`src/rtl/owm_pkg.sv`:
```
// owm_pkg: shared types, codes and sizes for the 1-wire bus master
// no dependencies
`default_nettype none
package owm_pkg;

	localparam int TIMER_BITS    = 10;
	localparam int BITS_PER_BYTE = 8;
	localparam int BIT_IDX_BITS  = $clog2(BITS_PER_BYTE);
	localparam int CFG_DATA_BITS = 10;
	localparam int CFG_IDX_BITS  = 3;
	localparam int S_DATA_BITS   = 16;
	localparam int S_USER_BITS   = 2;
	localparam int M_DATA_BITS   = 16;

	typedef logic [TIMER_BITS-1:0]    timer_t;
	typedef logic [BIT_IDX_BITS-1:0]  bit_idx_t;
	typedef logic [BITS_PER_BYTE-1:0] byte_t;

	// request kinds carried on the slave tuser
	typedef enum logic [1:0] {
		MODE_TICK  = 2'd0,
		MODE_RESET = 2'd1,
		MODE_WRITE = 2'd2,
		MODE_READ  = 2'd3
	} mode_t;

	// configuration register indexes
	typedef enum logic [CFG_IDX_BITS-1:0] {
		CFG_RESET_LEAD = 3'd0,
		CFG_RESET_LOW  = 3'd1,
		CFG_PRES_WAIT  = 3'd2,
		CFG_RESET_TAIL = 3'd3,
		CFG_SLOT_LOW   = 3'd4,
		CFG_WRITE_HOLD = 3'd5,
		CFG_READ_HOLD  = 3'd6
	} cfg_idx_t;

	localparam timer_t RST_RESET_LEAD = timer_t'(7);
	localparam timer_t RST_RESET_LOW  = timer_t'(530);
	localparam timer_t RST_PRES_WAIT  = timer_t'(44);
	localparam timer_t RST_RESET_TAIL = timer_t'(150);
	localparam timer_t RST_SLOT_LOW   = timer_t'(1);
	localparam timer_t RST_WRITE_HOLD = timer_t'(40);
	localparam timer_t RST_READ_HOLD  = timer_t'(70);

	typedef struct packed {
		timer_t reset_lead;
		timer_t reset_low;
		timer_t pres_wait;
		timer_t reset_tail;
		timer_t slot_low;
		timer_t write_hold;
		timer_t read_hold;
	} owm_cfg_t;

	typedef enum logic [9:0] {
		PH_IDLE    = 10'b00_0000_0001,
		PH_LEAD    = 10'b00_0000_0010,
		PH_RLOW    = 10'b00_0000_0100,
		PH_PWAIT   = 10'b00_0000_1000,
		PH_TAIL    = 10'b00_0001_0000,
		PH_SLOTLOW = 10'b00_0010_0000,
		PH_WHOLD   = 10'b00_0100_0000,
		PH_RSAMP   = 10'b00_1000_0000,
		PH_RHOLD   = 10'b01_0000_0000,
		PH_REC     = 10'b10_0000_0000
	} phase_t;

	typedef struct packed {
		mode_t mode;
		byte_t tx_byte;
		logic  line_in;
	} owm_item_t;

	// first member lands in the top bits
	typedef struct packed {
		logic  rejected;
		byte_t rx_byte;
		logic  present;
		logic  done_res;
		logic  busy_res;
		logic  drive_level;
		logic  drive_enable;
	} owm_result_t;

endpackage
`default_nettype wire

```
`src/rtl/onewire_bus_master_core.sv`:
```
// onewire_bus_master_core: top level of the 1-wire bus master
// depends on owm_pkg, owm_cfg_regs, owm_engine
`default_nettype none
// 1-wire bus master paced by one-microsecond tick requests. Every slave
// request is either a tick or a start command (reset with presence detect,
// write byte, read byte) and carries the sampled bus level; every request
// yields exactly one result with the line drive and status after it. A
// request is captured in an input register, stepped through the engine
// and lands in the result register, so one request is taken per clock as
// long as results are drained; the engine update (one countdown
// decrement and one phase step) sets that rate. A start while a
// transaction runs is refused and flagged as rejected. Timing registers
// are written on the cfg channel, which is always ready; write them only
// while the block is idle.
module onewire_bus_master_core
	import owm_pkg::*;
(
	input  wire logic                     clk,
	input  wire logic                     arst_n,
	// slave stream
	input  wire logic                     s_tvalid,
	output logic                          s_tready,
	input  wire logic [S_DATA_BITS-1:0]   s_tdata,  // tx_byte[7:0], line_in[8], zero pad
	input  wire logic [S_USER_BITS-1:0]   s_tuser,  // mode[1:0]
	// master stream
	output logic                          m_tvalid,
	input  wire logic                     m_tready,
	output logic [M_DATA_BITS-1:0]        m_tdata,  // drive_enable[0], drive_level[1],
	                                                // busy_res[2], done_res[3],
	                                                // present[4], rx_byte[12:5],
	                                                // rejected[13], zero pad
	// configuration writes
	input  wire logic                     cfg_valid,
	output logic                          cfg_ready,
	input  wire logic [CFG_IDX_BITS-1:0]  cfg_index,
	input  wire logic [CFG_DATA_BITS-1:0] cfg_data
);

	logic        valid_s1;
	owm_item_t   item_s1;
	logic        out_valid_q;
	owm_result_t out_q;
	owm_result_t result;
	owm_cfg_t    cfg;
	logic        advance;

	// request moves from the input register into the result register
	assign advance  = valid_s1 && (!out_valid_q || m_tready);
	// input register frees up in the same cycle it hands off
	assign s_tready = !valid_s1 || advance;
	assign cfg_ready = 1'b1;

	always_ff @(posedge clk or negedge arst_n) begin
		if (!arst_n) begin
			valid_s1 <= 1'b0;
		end else if (s_tready) begin
			valid_s1 <= s_tvalid;
		end
	end

	always_ff @(posedge clk) begin
		if (s_tready && s_tvalid) begin
			item_s1.mode    <= mode_t'(s_tuser);
			item_s1.tx_byte <= s_tdata[BITS_PER_BYTE-1:0];
			item_s1.line_in <= s_tdata[BITS_PER_BYTE];
		end
	end

	owm_cfg_regs u_cfg (
		.clk      (clk),
		.arst_n   (arst_n),
		.wr_en    (cfg_valid),
		.wr_index (cfg_index),
		.wr_data  (cfg_data),
		.cfg      (cfg)
	);

	owm_engine u_engine (
		.clk    (clk),
		.arst_n (arst_n),
		.step   (advance),
		.item   (item_s1),
		.cfg    (cfg),
		.result (result)
	);

	// result register, held while the sink stalls
	always_ff @(posedge clk or negedge arst_n) begin
		if (!arst_n) begin
			out_valid_q <= 1'b0;
		end else if (advance) begin
			out_valid_q <= 1'b1;
		end else if (m_tready) begin
			out_valid_q <= 1'b0;
		end
	end

	always_ff @(posedge clk) begin
		if (advance) begin
			out_q <= result;
		end
	end

	assign m_tvalid = out_valid_q;
	assign m_tdata  = M_DATA_BITS'(out_q);

endmodule
`default_nettype wire

```
`src/rtl/owm_cfg_regs.sv`:
```
// owm_cfg_regs: timing register file of the 1-wire bus master
// depends on owm_pkg
`default_nettype none
module owm_cfg_regs
	import owm_pkg::*;
(
	input  wire logic                     clk,
	input  wire logic                     arst_n,
	input  wire logic                     wr_en,
	input  wire logic [CFG_IDX_BITS-1:0]  wr_index,
	input  wire logic [CFG_DATA_BITS-1:0] wr_data,
	output owm_cfg_t                      cfg
);

	owm_cfg_t cfg_q;
	timer_t   wr_val;

	assign wr_val = timer_t'(wr_data);
	assign cfg    = cfg_q;

	always_ff @(posedge clk or negedge arst_n) begin
		if (!arst_n) begin
			cfg_q.reset_lead <= RST_RESET_LEAD;
			cfg_q.reset_low  <= RST_RESET_LOW;
			cfg_q.pres_wait  <= RST_PRES_WAIT;
			cfg_q.reset_tail <= RST_RESET_TAIL;
			cfg_q.slot_low   <= RST_SLOT_LOW;
			cfg_q.write_hold <= RST_WRITE_HOLD;
			cfg_q.read_hold  <= RST_READ_HOLD;
		end else if (wr_en) begin
			case (cfg_idx_t'(wr_index))
				CFG_RESET_LEAD: cfg_q.reset_lead <= wr_val;
				CFG_RESET_LOW:  cfg_q.reset_low  <= wr_val;
				CFG_PRES_WAIT:  cfg_q.pres_wait  <= wr_val;
				CFG_RESET_TAIL: cfg_q.reset_tail <= wr_val;
				CFG_SLOT_LOW:   cfg_q.slot_low   <= wr_val;
				CFG_WRITE_HOLD: cfg_q.write_hold <= wr_val;
				CFG_READ_HOLD:  cfg_q.read_hold  <= wr_val;
				default: ; // unknown index, write dropped
			endcase
		end
	end

endmodule
`default_nettype wire

```
`src/rtl/owm_engine.sv`:
```
// owm_engine: transaction state and per-request step logic
// depends on owm_pkg
`default_nettype none
module owm_engine
	import owm_pkg::*;
(
	input  wire logic      clk,
	input  wire logic      arst_n,
	input  wire logic      step,
	input  wire owm_item_t item,
	input  wire owm_cfg_t  cfg,
	output owm_result_t    result
);

	phase_t   phase_q,  phase_n;
	mode_t    kind_q,   kind_n;
	timer_t   cnt_q,    cnt_n;
	bit_idx_t bit_q,    bit_n;
	byte_t    shift_q,  shift_n;
	logic     pres_q,   pres_n;
	logic     en_q,     en_n;
	logic     lvl_q,    lvl_n;
	byte_t    rx_q,     rx_n;
	logic     done, rej, expired, slot_end;
	timer_t   cnt_dec;

	assign expired = (cnt_q <= timer_t'(1));
	assign cnt_dec = expired ? '0 : cnt_q - timer_t'(1);

	always_comb begin
		phase_n  = phase_q;
		kind_n   = kind_q;
		cnt_n    = cnt_q;
		bit_n    = bit_q;
		shift_n  = shift_q;
		pres_n   = pres_q;
		en_n     = en_q;
		lvl_n    = lvl_q;
		rx_n     = rx_q;
		done     = 1'b0;
		rej      = 1'b0;
		slot_end = 1'b0;

		if (item.mode != MODE_TICK) begin
			if (phase_q != PH_IDLE) begin
				rej = 1'b1;
			end else begin
				kind_n = item.mode;
				bit_n  = '0;
				en_n   = 1'b1;
				if (item.mode == MODE_RESET) begin
					lvl_n   = 1'b1;
					cnt_n   = cfg.reset_lead;
					phase_n = PH_LEAD;
				end else begin
					shift_n = (item.mode == MODE_WRITE) ? item.tx_byte : '0;
					lvl_n   = 1'b0;
					cnt_n   = cfg.slot_low;
					phase_n = PH_SLOTLOW;
				end
			end
		end else if (phase_q != PH_IDLE) begin
			cnt_n = cnt_dec;
			case (phase_q)
				PH_LEAD: if (expired) begin
					en_n    = 1'b1;
					lvl_n   = 1'b0;
					cnt_n   = cfg.reset_low;
					phase_n = PH_RLOW;
				end
				PH_RLOW: if (expired) begin
					en_n    = 1'b0;
					lvl_n   = 1'b1;
					cnt_n   = cfg.pres_wait;
					phase_n = PH_PWAIT;
				end
				PH_PWAIT: if (expired) begin
					pres_n  = ~item.line_in;
					cnt_n   = cfg.reset_tail;
					phase_n = PH_TAIL;
				end
				PH_TAIL: if (expired) begin
					en_n    = 1'b1;
					lvl_n   = 1'b1;
					phase_n = PH_IDLE;
					done    = 1'b1;
				end
				PH_SLOTLOW: if (expired) begin
					if (kind_q == MODE_WRITE) begin
						en_n    = 1'b1;
						lvl_n   = shift_q[bit_q];
						cnt_n   = cfg.write_hold;
						phase_n = PH_WHOLD;
					end else begin
						en_n    = 1'b0;
						lvl_n   = 1'b1;
						cnt_n   = cfg.read_hold;
						phase_n = PH_RSAMP;
					end
				end
				PH_WHOLD: slot_end = expired;
				PH_RSAMP: begin
					shift_n[bit_q] = item.line_in;
					phase_n        = PH_RHOLD;
					slot_end       = expired;
				end
				PH_RHOLD: slot_end = expired;
				PH_REC: if (expired) begin
					en_n    = 1'b1;
					lvl_n   = 1'b0;
					cnt_n   = cfg.slot_low;
					phase_n = PH_SLOTLOW;
				end
				default: phase_n = PH_IDLE;
			endcase

			// close a bit slot, finishing the byte after the last bit
			if (slot_end) begin
				en_n  = 1'b1;
				lvl_n = 1'b1;
				if (bit_q == bit_idx_t'(BITS_PER_BYTE - 1)) begin
					if (kind_q == MODE_READ) rx_n = shift_n;
					bit_n   = '0;
					phase_n = PH_IDLE;
					done    = 1'b1;
				end else begin
					bit_n   = bit_q + bit_idx_t'(1);
					cnt_n   = timer_t'(1);
					phase_n = PH_REC;
				end
			end
		end
	end

	always_comb begin
		result.rejected     = rej;
		result.rx_byte      = rx_n;
		result.present      = pres_n;
		result.done_res     = done;
		result.busy_res     = (phase_n != PH_IDLE);
		result.drive_level  = lvl_n;
		result.drive_enable = en_n;
	end

	always_ff @(posedge clk or negedge arst_n) begin
		if (!arst_n) begin
			phase_q <= PH_IDLE;
			kind_q  <= MODE_TICK;
			cnt_q   <= '0;
			bit_q   <= '0;
			shift_q <= '0;
			pres_q  <= 1'b0;
			en_q    <= 1'b0;
			lvl_q   <= 1'b1;
			rx_q    <= '0;
		end else if (step) begin
			phase_q <= phase_n;
			kind_q  <= kind_n;
			cnt_q   <= cnt_n;
			bit_q   <= bit_n;
			shift_q <= shift_n;
			pres_q  <= pres_n;
			en_q    <= en_n;
			lvl_q   <= lvl_n;
			rx_q    <= rx_n;
		end
	end

endmodule
`default_nettype wire

```
`config.mk`:
```
export PLATFORM = sky130hd
export DESIGN_NAME = onewire_bus_master_core
export DESIGN_NICKNAME = d
export VERILOG_FILES = /design/src/rtl/owm_pkg.sv /design/src/rtl/onewire_bus_master_core.sv /design/src/rtl/owm_cfg_regs.sv /design/src/rtl/owm_engine.sv
export SDC_FILE = /design/constraint.sdc
export NUM_CORES = 1
export LEC_CHECK = 0
export ABC_AREA = 1
export BUFFER_PORTS_ARGS = -buffer_cell sky130_fd_sc_hd__buf_2
export CORE_AREA = 2 2 112 114
export CTS_CLUSTER_DIAMETER = 200
export DETAILED_ROUTE_END_ITERATION = 8
export DIE_AREA = 0 0 114 116
export PLACE_DENSITY = 0.85
export SLEW_MARGIN = 5
export SYNTH_ARGS = -nofsm -noshare
export SYNTH_HDL_FRONTEND = slang
export SYNTH_SLANG_ARGS = --single-unit
```
`constraint.sdc`:
```
create_clock -name clk -period 5.9 [get_ports clk]
set_clock_uncertainty 0.1 [all_clocks]
set_input_delay 0.885 -clock clk [delete_from_list [all_inputs] [get_ports clk]]
set_output_delay 0.885 -clock clk [all_outputs]
set_load 0.01 [all_outputs]
```
==> results.toml, run 1 <==
[place]
io_buffers = 44
place.detailed.hpwl_um = 12500
place_ws_ns = 2.94
place_area_mm2 = 0.00790
routabilityCongestion = 0.923
dp_cells = 1157

[power]
peakVddDrop_uv = 269
leakage_nw = 4.23
total_power_mw = 3.63
power.density_mw_per_mm2 = 423

[timing]
hold_slack_ns = 0.382
tightest_slew_ns = 1.08
drv_slew = 0
finalWorstSetupSlack_ns = 2.93
rsz0062_at_grt = "no"
finalHoldViolations = 0
setup_viol = 0
finalSetupTns_ns = 0
min_period_ns = 2.97
clock.fmax_ghz = 0.337
relSlewSlack_pct = 28.0
finalCritPeriodShare_pct = 50.3

[synthesis]
synth_cell_types = 43
netlist_instances = 1000
ys_seq_area_share_pct = 48.0
ys_top_cells_by_count = "nand2_1, o21ai_0, dfrtp_1"
synth.area.top_cells = "dfrtp_1, nand2_1, edfxtp_1"
netlist_area_mm2 = 0.00766
async_flop_share_pct = 82.3
synth_ff_type = "dfrtp_1"
synth_top_area_share_pct = 31.0
synth_edf_count = 25
yosys_warnings = 0
synth_seq_cells = 141
postSynthAreaPerCell_um2 = 7.66
synth_area_leader_cell = "dfrtp_1"
yosysMostFrequentCell = "nand2_1"

[critical_path]
r2r_cells = 7
cp_max_fo = 38
cp-end-kind = "flop"
crit_path_start_kind = "flop"
rrSetupSlack_ns = 2.93
worstReg2RegEnd = "u_engine.cnt_q[4]"
path_class = "reg2reg"
arrival_ns = 3.16
required_ns = 6.10
r2r_start = "item_s1[10]"

[route]
drc = 0
drtIter0Drc = 888
firstDrtPassIters = 6
antenna_left = 0
wl_per_cell_um = 16.4
wirelength_um = 19400
vias_per_cell = 5.84
num_vias = 6947

[cells_and_area]
design_area_mm2 = 0.00858
area_growth_syn_to_layout_pct = 12.0
nFillCells = 937
nets = 1071
layout-drive-gt1-share_pct = 13.5
fin_util_pct = 72.0
layout.cells.non_filler = 1189
diodes = 0

[clock_network]
cts_resized = 0
clock_latency_ns = 0.43
cts_tree = "yes"
cts.sinks = 141
clock-root-buffer = "clkbuf_16"
cts_setup_buffers = 0
clockBufferDepth = 2
cts.hold.buffers_added = 0
clkSlewWorstSetupHoldPaths_ns = 0.06
cts_buffers = 17
htreeDepth = 4

[grt]
grt_pass1_vias = 6525
grt_max_degree = 69
grt_usage_pct = 31.3
grt_overflow = 0
antenna_found_initial = 0
grt_first_pass_wirelength_um = 32000

[die]
die_area_mm2 = 0.0132
io_pins = 55
core_mm2 = 0.0119
rows = 40
start_util_pct = 64.3
die_h_um = 116
dieWidth_um = 114

[hold_path]
hold_depth = 2
min_from = "u_engine.rx_q[5]"
hold_class = "reg2reg"
hold-path-endpoint = "u_engine.rx_q[5]"

[run_status]
run_status = "completed"

[run]
drv_cap = 0
## final cells by class
cell class	count	area, µm²	share of cell area [%]
Sequential cell	141	3680	42.9
Inverter	98	369	4.30
Multi-Input combinational cell	723	3420	39.8
Tap cell	147	184	2.14
Timing Repair Buffer	48	253	2.95
Clock inverter	10	180	2.10
Clock buffer	22	495	5.78
## layer usage
metal	global-route usage, %	vias to the layer above	wire, µm
met2	47.4	345	8800
met1	44.0	3241	8480
li1	-	3323	-
met5	0	-	0
met3	8.21	38	1830
met4	11.2	0	336
## critical path, stage by stage (launching register included)
cell,delay (ns)
edfxtp_1,0.65
nor2_2,0.17
buf_4,0.42
ha_1,0.32
nor2_1,0.31
inv_2,0.25
a221oi_1,0.46
a21boi_1,0.13
## flip-flops by register name (all words and copies together), names as in the netlist
signal,count
u_engine.shift_q,8
valid_s1,1
u_engine.pres_q,1
u_engine.bit_q,3
u_engine.rx_q,8
m_tvalid,1
u_engine.phase_q,10
item_s1,11
u_engine.cnt_q,10
u_engine.lvl_q,1
m_tdata,14
u_engine.kind_q,2
u_cfg.cfg,70
u_engine.en_q,1
## where the power goes
part           switching [mW]  internal, mW  total, mW
Sequential              0.183          1.23       1.42
Combinational           0.660         0.330      0.990
Clock                   0.416         0.808       1.22
## worst max-delay path by stage
stage	startpoint	end	slack [ns]	cells after the start
after global routing	u_engine.cnt_q[0]	u_engine.cnt_q[7]	2.77	12
after global placement	m_tready	u_engine.kind_q[0]	2.99	10
after CTS	item_s1[10]	u_engine.cnt_q[4]	3.06	7
after floorplan	item_s1[9]	u_engine.cnt_q[9]	3.59	8
final	item_s1[10]	u_engine.cnt_q[4]	2.93	7
after detailed placement	m_tready	u_engine.kind_q[1]	2.94	10
## placed cells by master (no fill, tap or decap), drive strengths merged, types with 3 or more instances in the layout
master and instances:
edfxtp 25, inv 97, dfrtp 95, o211ai 3
and2 8, a21boi 12, a31oi 3, a221oi 10
a22oi 8, o21ai 120, conb 3, clkinv 6
nor2 82, buf 48, nor3 13, nand3 73
dfstp 21, a21oi 20, bufinv 5, nand2 342
clkbuf 22, nand4 13, ha 6
## cell families after synthesis
kind of cell | count (synthesis) | share of synthesized area [%]
DFF | 141 | 48.0
other | 2 | 0.0980
buffers and inverters | 137 | 7.38
adders and majority gates | 6 | 0.980
xor gates and xnor gates | 2 | 0.229
and+or+nand+nor | 535 | 30.3
AOI/OAI and AO/OA | 177 | 13.0
Power figures use the tool's default switching activity.
==> run 2, diff against run 1 <==
--- a/config.mk
+++ b/config.mk
@@ -7,11 +7,11 @@
 export LEC_CHECK = 0
 export ABC_AREA = 1
 export BUFFER_PORTS_ARGS = -buffer_cell sky130_fd_sc_hd__buf_2
-export CORE_AREA = 2 2 112 114
+export CORE_AREA = 2 2 116 118
 export CTS_CLUSTER_DIAMETER = 200
 export DETAILED_ROUTE_END_ITERATION = 8
-export DIE_AREA = 0 0 114 116
-export PLACE_DENSITY = 0.85
+export DIE_AREA = 0 0 118 120
+export PLACE_DENSITY = 0.8
 export SLEW_MARGIN = 5
 export SYNTH_ARGS = -nofsm -noshare
 export SYNTH_HDL_FRONTEND = slang
==> constraint.sdc (replaced) <==
create_clock -name clk -period 3 [get_ports clk]
set_clock_uncertainty 0.1 [all_clocks]
set_input_delay 0.45 -clock clk [delete_from_list [all_inputs] [get_ports clk]]
set_output_delay 0.45 -clock clk [all_outputs]
set_load 0.01 [all_outputs]
==> run 2 against run 1 <==
  * Highest routed layer unchanged
  * Count of clock-buffer cells in the layout is the same
  * Wire length shrank 3.4%
  * Largest cell class unchanged
  * Total power grew 88%
  * Critical path depth shrank 2
  * Global-route usage shrank 3.1 points
  * Clock power grew 70%
  * Maximum frequency grew 17%
==> results.toml, run 2 (synthesized netlist as in run 1, its figures left out) <==
[run]
drv_cap = 0

[route]
drtIter0Drc = 681
antenna_left = 0
firstDrtPassIters = 5
dr_wl_met3_um = 1300
wl_per_cell_um = 15.3
drc = 0
vias_per_cell = 5.59
wirelength_um = 18800
top_layer = "met4"
num_vias = 6860
drt-met1-wl_um = 8290
wl_met2_um = 8680

[clock_network]
clkSlewWorstSetupHoldPaths_ns = 0.06
cts_resized = 0
cts.sinks = 141
clockBufferDepth = 2
clock_latency_ns = 0.42
cts_tree = "yes"
cts_buffers = 17
cts_setup_buffers = 0
clock-root-buffer = "clkbuf_16"
htreeDepth = 4

[critical_path]
rrSetupSlack_ns = 0.46
arrival_ns = 2.78
worstReg2RegEnd = "u_engine.shift_q[5]"
cp-end-kind = "flop"
cp_max_fo = 16
crit_path_start_kind = "flop"
path_class = "reg2reg"
r2r_cells = 5
required_ns = 3.24
r2r_start = "item_s1[10]"

[timing]
finalHoldViolations = 0
finalCritPeriodShare_pct = 84.6
setup_viol = 0
rsz0062_at_grt = "no"
min_period_ns = 2.54
finalSetupTns_ns = 0
tightest_slew_ns = 0.973
clock.fmax_ghz = 0.394
drv_slew = 0
relSlewSlack_pct = 34.9

[die]
die_area_mm2 = 0.0142
core_mm2 = 0.0130
die_h_um = 120
start_util_pct = 59.0
rows = 42
io_pins = 55
dieWidth_um = 118

[place]
routabilityCongestion = 0.930
place.detailed.hpwl_um = 13000
io_buffers = 44
dp_cells = 1195

[cells_and_area]
layout_commonest_cell = "nand2_1"
layout-drive-gt1-share_pct = 14.3
area_growth_syn_to_layout_pct = 12.5
nFillCells = 1113
largest_reg_flops = 70
seqCellArea_mm2 = 0.00368
layout_common_cells = "nand2_1, o21ai_0, dfrtp_1, inv_1, nand3_1"
layout.cells.non_filler = 1228
multi_input_area_mm2 = 0.00342
diodes = 0
nets = 1081

[run_status]
run_status = "completed"

[grt]
grt_usage_pct = 28.2
antenna_found_initial = 0
grt_overflow = 0
grt_max_degree = 52
grt_pass1_vias = 6407
grt_first_pass_wirelength_um = 31600

[hold_path]
min_from = "s_tuser[1]"
hold-path-endpoint = "item_s1[10]"
hold_depth = 1
hold_class = "in2reg"

[power]
leakage_nw = 4.23
peakVddDrop_uv = 596
power.density_mw_per_mm2 = 791
## run 2: cell types whose count changed in the layout (fill, tap and decap cells not counted), moves of 2 or more
| cell | before | now |
|---|---|---|
| inv_6 | 0 | 3 |
| clkinv_2 | 4 | 2 |
| buf_4 | 5 | 13 |
| clkinv_4 | 1 | 3 |
| bufinv_16 | 5 | 1 |
## run 2: report_power, final
group / switching, mW / leakage (nW) / internal [mW]
sequential: 0.364 / 1.65 / 2.42
combinational: 1.28 / 2.30 / 0.671
clock: 0.836 / 0.288 / 1.24
## run 2: how the worst max path moves through the flow
stage                 startpoint             endpoint  slack (ns)  cells past startpoint
6_report             item_s1[10]  u_engine.shift_q[5]        0.46                      5
5_1_grt        u_engine.cnt_q[4]    u_engine.cnt_q[8]        0.33                     11
4_1_cts              item_s1[10]  u_engine.shift_q[6]        0.51                      5
3_5_place_dp         item_s1[10]  u_engine.shift_q[6]        0.54                      5
3_3_place_gp         item_s1[10]  u_engine.shift_q[5]        0.53                      5
2_1_floorplan         item_s1[9]    u_engine.cnt_q[9]        0.69                      8
## run 2: worst max-delay path, cell delays in order (launching register included)
cell and delay (ns):
edfxtp_1 0.64, nor2_1 0.85, nand2_2 0.24, nand2_2 0.33, a21oi_1 0.11, a22oi_1 0.17
## run 2: stage by stage
step	utilization, %	power (mW)	hold slack [ns]	area [µm²]	setup slack [ns]
2_1_floorplan	-	4.17	0.0544	7660	0.686
4_1_cts	66.4	6.79	0.0918	8620	0.510
6_report	66.4	6.82	0.101	8620	0.461
3_3_place_gp	61.8	4.65	0.362	8020	0.527
5_1_grt	66.4	7.26	0.0906	8620	0.325
3_5_place_dp	61.8	4.70	0.368	8020	0.545
## run 2: per-layer routing
metal / vias to the layer above / global-route usage [%]
met5: - / 0
met4: 0 / 11.6
met3: 45 / 5.94
met2: 272 / 44.5
met1: 3209 / 38.2
li1: 3334 / -
## run 2: cell type report
cell class                      count  share of cell area [%]
Multi-Input combinational cell    723                    39.7
Clock inverter                     10                    1.18
Timing Repair Buffer               58                    3.98
Clock buffer                       22                    5.62
Inverter                           98                    4.28
Sequential cell                   141                    42.7
Tap cell                          176                    2.56
## run 2: timing repair
item | CTS | global route
endpoints found under the hold margin | 34 | 0
hold buffers | 1 | 0
setup endpoints to repair | 0 | 0
